--- config.mk ---
export PLATFORM = sky130hd
export DESIGN_NAME = ssrp_ctrl
export DESIGN_NICKNAME = d
export VERILOG_FILES = /design/src/design/sparse_set_with_random_pick_macros.svh /design/src/design/ssrp_pkg.sv /design/src/design/ssrp_ctrl.sv
export SDC_FILE = /design/constraint.sdc
export NUM_CORES = 1
export LEC_CHECK = 0
export BUFFER_PORTS_ARGS = -buffer_cell sky130_fd_sc_hd__buf_2
export CAP_MARGIN = 20
export CORE_AREA = 4 4 41 43
export CTS_BUF_LIST = sky130_fd_sc_hd__clkbuf_16
export CTS_CLUSTER_DIAMETER = 50
export DETAILED_ROUTE_END_ITERATION = 8
export DIE_AREA = 0 0 45 47
export GPL_TIMING_DRIVEN = 0
export HOLD_SLACK_MARGIN = 0.08
export PLACE_DENSITY = 0.62
export SYNTH_ARGS = -nofsm -noshare
export SYNTH_HDL_FRONTEND = slang
export SYNTH_SLANG_ARGS = --single-unit
--- constraint.sdc ---
create_clock -name clock -period 1.1 [get_ports clock]
set_input_delay 0.055 -clock clock [delete_from_list [all_inputs] [get_ports clock]]
set_output_delay 0.055 -clock clock [all_outputs]
set_load 0.01 [all_outputs]
--- src/design/sparse_set_with_random_pick_macros.svh ---
// Assertion macros shared by the sparse set design files.
// Depends on nothing; included by files that carry concurrent assertions.
`ifndef SPARSE_SET_WITH_RANDOM_PICK_MACROS_SVH
`define SPARSE_SET_WITH_RANDOM_PICK_MACROS_SVH

// A property that must hold at every clock edge outside reset.
`define SSRP_ASSERT_HOLDS(label, clk, rst, prop, msg) \
   label: assert property (@(posedge clk) disable iff (rst) (prop)) else $error(msg);

// A consequence that must follow its antecedent, checked with a non-overlapping implication.
`define SSRP_ASSERT_NEXT(label, clk, rst, ante, cons, msg) \
   label: assert property (@(posedge clk) disable iff (rst) (ante) |=> (cons)) else $error(msg);

`endif

--- src/design/ssrp_pkg.sv ---
// Package for the sparse set with random pick: sizes, codes, command and status types.
// Depends on nothing; used by every module of the block.
package ssrp_pkg;

   localparam int CAP      = 256;
   localparam int KIND_W   = 3;
   localparam int VALUE_W  = 8;
   localparam int SLOT_W   = 8;
   localparam int COUNT_W  = 9;
   localparam int STATUS_W = 2;
   localparam int RNG_W    = 32;

   localparam logic [RNG_W-1:0] RNG_SEED = 32'd1234567;

   localparam logic [KIND_W-1:0] KIND_INSERT   = 3'd0;
   localparam logic [KIND_W-1:0] KIND_REMOVE   = 3'd1;
   localparam logic [KIND_W-1:0] KIND_CONTAINS = 3'd2;
   localparam logic [KIND_W-1:0] KIND_PICK     = 3'd3;
   localparam logic [KIND_W-1:0] KIND_EXTRACT  = 3'd4;
   localparam logic [KIND_W-1:0] KIND_CLEAR    = 3'd5;

   localparam logic [STATUS_W-1:0] STATUS_OK     = 2'd0;
   localparam logic [STATUS_W-1:0] STATUS_ABSENT = 2'd1;
   localparam logic [STATUS_W-1:0] STATUS_EMPTY  = 2'd2;

   localparam logic [COUNT_W-1:0] COUNT_FULL = COUNT_W'(CAP);

   // Commands from the controller to the datapath.
   typedef struct packed {
      logic                capture;
      logic                ins_write;
      logic                clear_all;
      logic                set_found;
      logic                set_status;
      logic [STATUS_W-1:0] status_val;
      logic                drop_read;
      logic                mod_start;
      logic                pick_read;
      logic                pick_take;
      logic                drop_write;
      logic                rsp_load;
   } cmd_type;

   // Status from the datapath to the controller.
   typedef struct packed {
      logic [KIND_W-1:0] kind;
      logic              hit;
      logic              empty;
      logic              full;
      logic              mod_done;
      logic              rsp_busy;
   } stat_type;

   // One xorshift32 step.
   function automatic logic [RNG_W-1:0] xorshift(input logic [RNG_W-1:0] x);
      logic [RNG_W-1:0] a;
      logic [RNG_W-1:0] b;
      a = x ^ (x << 13);
      b = a ^ (a >> 17);
      return b ^ (b << 5);
   endfunction

endpackage

--- src/design/ssrp_ctrl.sv ---
// Controller state machine for the sparse set: sequences each request word.
// Depends on ssrp_pkg for codes and the command and status structs.
module ssrp_ctrl (
   input  logic               clock,
   input  logic               reset,
   input  logic               req_valid,
   output logic               req_ready,
   input  ssrp_pkg::stat_type stat,
   output ssrp_pkg::cmd_type  cmd
);

   localparam logic [2:0] ST_IDLE     = 3'd0;
   localparam logic [2:0] ST_DECODE   = 3'd1;
   localparam logic [2:0] ST_MOD_WAIT = 3'd2;
   localparam logic [2:0] ST_PICK_RD  = 3'd3;
   localparam logic [2:0] ST_DROP_WR  = 3'd4;
   localparam logic [2:0] ST_FINISH   = 3'd5;

   logic [2:0] state_ff, state_in;

   assign req_ready = (state_ff == ST_IDLE);

   always_comb begin
      state_in = state_ff;
      cmd      = '0;
      unique case (state_ff)
         ST_IDLE: begin
            if (req_valid) begin
               cmd.capture = 1'b1;
               state_in    = ST_DECODE;
            end
         end
         ST_DECODE: begin
            state_in = ST_FINISH;
            unique case (stat.kind)
               ssrp_pkg::KIND_INSERT: begin
                  cmd.ins_write = !stat.hit && !stat.full;
               end
               ssrp_pkg::KIND_REMOVE: begin
                  if (stat.hit && !stat.empty) begin
                     cmd.drop_read = 1'b1;
                     state_in      = ST_DROP_WR;
                  end else begin
                     cmd.set_status = 1'b1;
                     cmd.status_val = ssrp_pkg::STATUS_ABSENT;
                  end
               end
               ssrp_pkg::KIND_CONTAINS: begin
                  cmd.set_found = 1'b1;
               end
               ssrp_pkg::KIND_PICK, ssrp_pkg::KIND_EXTRACT: begin
                  if (stat.empty) begin
                     cmd.set_status = 1'b1;
                     cmd.status_val = ssrp_pkg::STATUS_EMPTY;
                  end else begin
                     cmd.mod_start = 1'b1;
                     state_in      = ST_MOD_WAIT;
                  end
               end
               ssrp_pkg::KIND_CLEAR: begin
                  cmd.clear_all = 1'b1;
               end
               default: begin
                  state_in = ST_FINISH;
               end
            endcase
         end
         ST_MOD_WAIT: begin
            if (stat.mod_done) begin
               cmd.pick_read = 1'b1;
               state_in      = ST_PICK_RD;
            end
         end
         ST_PICK_RD: begin
            cmd.pick_take = 1'b1;
            if (stat.kind == ssrp_pkg::KIND_EXTRACT) begin
               cmd.drop_read = 1'b1;
               state_in      = ST_DROP_WR;
            end else begin
               state_in = ST_FINISH;
            end
         end
         ST_DROP_WR: begin
            cmd.drop_write = 1'b1;
            state_in       = ST_FINISH;
         end
         ST_FINISH: begin
            if (!stat.rsp_busy) begin
               cmd.rsp_load = 1'b1;
               state_in     = ST_IDLE;
            end
         end
         default: begin
            state_in = ST_IDLE;
         end
      endcase
   end

   always_ff @(posedge clock) begin
      if (reset) begin
         state_ff <= ST_IDLE;
      end else begin
         state_ff <= state_in;
      end
   end

endmodule

**After elaboration in Yosys (flattened, before gate mapping)**

Index checks and enable logic that the tools add are counted.

- Equal/unequal tests: 13
- Muxes and demuxes: 30
- Reductions and logical operators: 9

Operators by type and width:

| operator | number |
|---|---|
| 2-to-1 mux 1 bit | 19 |
| 2-to-1 mux 3 bit | 6 |
| one-hot mux 3 bit (6 select lines) | 1 |
| == test 3 x 2 -> 1 bit (second input constant) | 4 |
| == test 3 bit (second input constant) | 4 |
| one-hot mux 3 bit (2 select lines) | 2 |
| == test 3 x 1 -> 1 bit (second input constant) | 2 |
| zero test 3 bit | 2 |
| 2-to-1 mux 6 bit | 1 |
| inequality test 2 bit (second input constant) | 3 |
| zero test 1 bit | 3 |
| AND reduction 3 bit | 1 |
| logical AND 1 bit | 2 |
| one-hot mux 1 bit (2 select lines) | 1 |
| OR reduction 2 bit | 1 |

- Register bits: 3
- Bits of input ports: 11
- Output and inout port bits: 14

**Longest topological paths before layout**

- Depth after elaboration: 5
- Mapped depth: 5
- Mapped depth without buffers: 4

**Worst setup path before layout**

OpenSTA, ideal clock, no wires.

- Path kind: reg2out
- Start: reg state_ff[2]
- End: out cmd[11] (netlist bit)
- Arrival time: 1.172 ns
- Required time: 1.045 ns
- Slack: -0.127 ns
- Stages on the path, launching flop included: 5
- Path through: dfxtp_1 buf_6 nand2b_4 or3_4 nor4b_4

RTL lines:

| what | RTL line | RTL |
|---|---|---|
| start: declaration | ssrp_ctrl.sv:19 | `logic [2:0] state_ff, state_in;` |
| start signal: assignment | ssrp_ctrl.sv:103 | `state_ff <= state_in;` |
| end: declaration | ssrp_ctrl.sv:9 | `output ssrp_pkg::cmd_type cmd` |

==> run summary <==
Number of placed I/O pins: 25. The register with the most flip-flops in the final layout is state_ff. The synthesized design contains 0 enable-type register cells. Derived from the worst setup path, the maximum achievable clock frequency is 658 MHz. Sorting the synthesized cells by how often they occur yields sky130_fd_sc_hd__nor2_1, sky130_fd_sc_hd__inv_1, sky130_fd_sc_hd__dfxtp_1, sky130_fd_sc_hd__nor3_1.

Total standard cell area after synthesis: 407 µm². For hold timing, the worst endpoint is state_ff[2]. For the final routed database, the setup TNS stands at -3.08 ns. The CTS root buffer was sky130_fd_sc_hd__clkbuf_16. The worst hold path belongs to the class primary input to flip-flop. Routability-driven placement finished with a final weighted congestion of 0.824.

STA classifies the critical path startpoint as a flip-flop. The number of vias per cell after detailed routing is 5.17. The logs give -0.420 ns for the worst setup slack after layout and 0.000783 W for the cell-internal power. The worst register-to-register path begins at state_ff[0]. At the end of the flow the core is filled with cells to 60.3%.

The most repeated cell in the gate-level netlist after synthesis is sky130_fd_sc_hd__nor2_1. After detailed routing, no signal wire sits above met4. The logs give 0 for the total count of hold-check failures in the final report and 1900 µm for the global-route wire length before repair.

For the number of max-slew violations in the final report, the log shows 0. Grouping stages by cell kind, the critical path spends the most delay in simple AND/OR/NAND/NOR gates. Of the total power, the clock network draws 53.9%. The tools report the design area as 785 µm². At the worst endpoint, the required time is 1.04 ns.

Clock-pin slew was measured on the worst setup and hold paths at 0.03 ns. The number of antenna-violating nets in the routed design was 0. In the synthesized netlist the async set-or-reset flop fraction comes to 0%. The worst endpoint data arrival time was 1.46 ns.

In this run switching power makes up 27.4% of total power. In the final layout, the registers with the most flip-flops are state_ff (3). Start point of the worst hold path: stat[0].

In this design, the stage delay of the slowest critical-path cell is 0.43 ns. The placeable core area was 1300 µm²; the net count after synthesis was 66. Net switching power figure: 0.000295 W. In the finished design, the share of the clock period the worst path needs comes to 138%. The die span in x was 45 µm. Traced cell by cell, the critical path runs through or3_4 -> nor4b_4 -> buf_2.

Buffers placed on the I/O ports in this run total 24. The register with the most flip-flops in the layout has 3 of them. The count of mapped cells out of synthesis is 55, and the clock insertion delay at the later pin of the skew report is 0.23 ns.

The slowest stage of the critical path belongs to the cell sky130_fd_sc_hd__or3_4. TritonCTS built the clock tree. Before antenna repair, the detailed router went through 4 iterations. The biggest fanout along the worst timing path came out at 9. Excluding fillers, the count of instances in the completed layout stands at 103. The tools report the DRC violation count after routing as 0.

In this run the deepest clock path goes through 2 buffers. After synthesis, the cell types taking the most area are sky130_fd_sc_hd__dfxtp_1, sky130_fd_sc_hd__nor2_1, sky130_fd_sc_hd__nor4b_4, sky130_fd_sc_hd__nor3_1, sky130_fd_sc_hd__inv_1. The flow ran to the end, but the final reports show violations. Setup repair after global routing could not meet its margin everywhere.

The number of storage elements in the synthesis netlist is 3, and the final wirelength is 1370 µm. The routed design uses 655 µm of met2 wire. For the pin with the worst max-slew slack, the measured transition is 0.248 ns. Headroom to the max-slew limit came out at 83.4%. Unique cell type count in the Yosys netlist: 32.

The analysis attributes to cell leakage a power of 0.377 nW. The tools report the total setup violations reported at the end of the flow as 16. The critical path in this run is classified as flip-flop to primary output. The tools report the critical path capture point type as a primary output. The routed metal-1 wirelength was 611 µm.

The tools report the final antenna diode count as 0. The worst register-to-register path has a setup slack of -0.20 ns. Summing over every cut layer, the via total after detailed routing is 533.

Cell depth of the worst hold path: 4. The logs give 34.0% for the fraction of power consumed by combinational cells and 0.254 ns for the hold slack. The largest total area in the synthesized netlist belongs to sky130_fd_sc_hd__dfxtp_1.

The floorplan has 13 rows. The tools report the clock skew after layout as 0.00415 ns. Post-layout minimum cycle time: 1.52 ns.

The full die area came out at 2120 µm². The first routing iteration left 11 violations. The share of the synthesized area in the top cell type is 14.8%, and the number of CTS-inserted buffers is 3. Entering global routing, the biggest net connects 10 pins.

Per report_power, the sequential group accounts for 12.1% of the total. The tree built by TritonCTS fans out to 3 sinks. The count of H-tree levels built during CTS is 1, and the largest vdd supply drop is 1.38 mV. Dividing the detail-routed wire length by the instance count gives 13.3 µm. The die extent in y works out to 47 µm. Once placement completed, the tool counted placed cells totaling 94. For this design the ratio of total power to cell area is 1380 nW/µm². In the detailed route, the total length drawn on met3 is 79 µm.

For the worst flop-to-flop path, the logic depth is 7. The reg-to-reg endpoint was state_ff[0]. The total overflow left after global routing is 0.

Summed over all nets, the half-perimeter wirelength after detailed placement is 884 µm. The Yosys step of the flow raised 0 warnings. The tools report the initial cell density of the core as 31.3%. Number of antenna violations at the first check in global routing: 0. The layout overhead on the synthesized area is 92.9%. Across every metal layer, demand over resource in global routing totals 12.7%. For the sequential-to-total area share from yosys stat, the log shows 14.8%.

The layout net count is 100, and the worst path buffer plus inverter count is 1. Summing all placed instances gives a cell area of 553 µm². After filler insertion, the fill cell instance count of the layout stands at 110.

The post-route netlist has 65.9% of its cells at a drive strength greater than 1. The checks that failed: setup timing. The via count of the first global-routing pass was 420; the reported max-cap violation count was 0. The average instance in the mapped netlist occupies 7.39 µm². For this run, the leading register cell type out of synthesis is sky130_fd_sc_hd__dfxtp_1.
power by group through the flow:
stage / Sequential (W) / Clock, W / Combinational [W]
after global routing: 0.000132 / 0.000596 / 0.000394
after detailed placement: 0.000126 / 0 / 0.000244
after global placement: 0.000125 / 0 / 0.000242
final: 0.000131 / 0.000582 / 0.000366
after CTS: 0.000124 / 0.000588 / 0.000281
after floorplan: 0.000125 / 0 / 0.000163
cell usage in the layout, fill, tap and decap left out, types with 2 or more instances in the layout:
| cell type | Yosys | routed |
|---|---|---|
| sky130_fd_sc_hd__o21ai_0 | 2 | 2 |
| sky130_fd_sc_hd__and2_1 | 2 | 2 |
| sky130_fd_sc_hd__buf_2 | 2 | 21 |
| sky130_fd_sc_hd__clkbuf_16 | 0 | 3 |
| sky130_fd_sc_hd__inv_2 | 1 | 2 |
| sky130_fd_sc_hd__nor2_4 | 0 | 3 |
| sky130_fd_sc_hd__dfxtp_2 | 0 | 2 |
| sky130_fd_sc_hd__buf_4 | 0 | 4 |
| sky130_fd_sc_hd__nor3b_2 | 1 | 3 |
| sky130_fd_sc_hd__nor3_2 | 1 | 2 |
| sky130_fd_sc_hd__buf_6 | 1 | 6 |
| sky130_fd_sc_hd__inv_1 | 4 | 3 |
| sky130_fd_sc_hd__nand2_1 | 2 | 2 |
| sky130_fd_sc_hd__nor2_1 | 10 | 7 |
| sky130_fd_sc_hd__nand2b_4 | 1 | 2 |
metrics by stage:
| stage | power, W | setup WS, ns |
|---|---|---|
| floorplan | 0.000288 | -0.127 |
| global placement | 0.000367 | -0.250 |
| detailed placement | 0.000370 | -0.262 |
| CTS | 0.000993 | -0.478 |
| global route | 0.00112 | -0.487 |
| finish | 0.00108 | -0.420 |
logic make-up (layout without fill, tap and decap cells):
group           count (synthesis)  count (layout)  share of synthesized area (%)
buf+inv                         8              41                           9.84
mux                             2               2                           5.23
flops                           3               3                           14.8
simple gates                   31              31                           50.5
compound gates                 11              11                           19.7
per-layer routing:
layer	track usage, %	vias up
li1	-	266
met3	4.21	2
met5	0	-
met1	15.6	242
met4	7.02	0
met2	19.5	23
worst register-to-register path: stages, from the launching register on:
cell and delay [ns]:
sky130_fd_sc_hd__dfxtp_2 0.30, sky130_fd_sc_hd__buf_6 0.12, sky130_fd_sc_hd__nand2b_4 0.06, sky130_fd_sc_hd__buf_4 0.10
sky130_fd_sc_hd__buf_6 0.12, sky130_fd_sc_hd__nor2_4 0.05, sky130_fd_sc_hd__a21boi_4 0.14, sky130_fd_sc_hd__o311a_1 0.29
worst max path at each step:
| stage | slack (ns) | to | from | cells past startpoint |
|---|---|---|---|---|
| floorplan | -0.13 | cmd[11] | state_ff[2] | 4 |
| global placement | -0.25 | cmd[11] | state_ff[2] | 5 |
| detailed placement | -0.26 | cmd[11] | state_ff[2] | 5 |
| CTS | -0.48 | cmd[11] | state_ff[2] | 5 |
| global route | -0.49 | cmd[11] | state_ff[0] | 5 |
| finish | -0.42 | cmd[11] | state_ff[1] | 3 |
repair_timing:
item | 4_1_cts | 5_1_grt
hold buffers | 1 | 0
endpoints found under the hold margin | 2 | 0
gates resized for setup | 7 | 22
buffers inserted | 2 | 4
endpoints found under the setup margin | 15 | 17
pin swaps | 3 | 10
final cells by class:
class	count	area, µm²	area share [%]
multi-input cells	44	387	49.3
repair buffers	31	201	25.7
clock buffers	3	75.1	9.57
flip-flops and latches	3	66.3	8.45
inverters	5	21.3	2.71
well taps	15	18.8	2.39
plain buffers	1	11.3	1.44
clock inverters	1	3.75	0.478
Note: power is estimated with default switching activity, not from simulation.
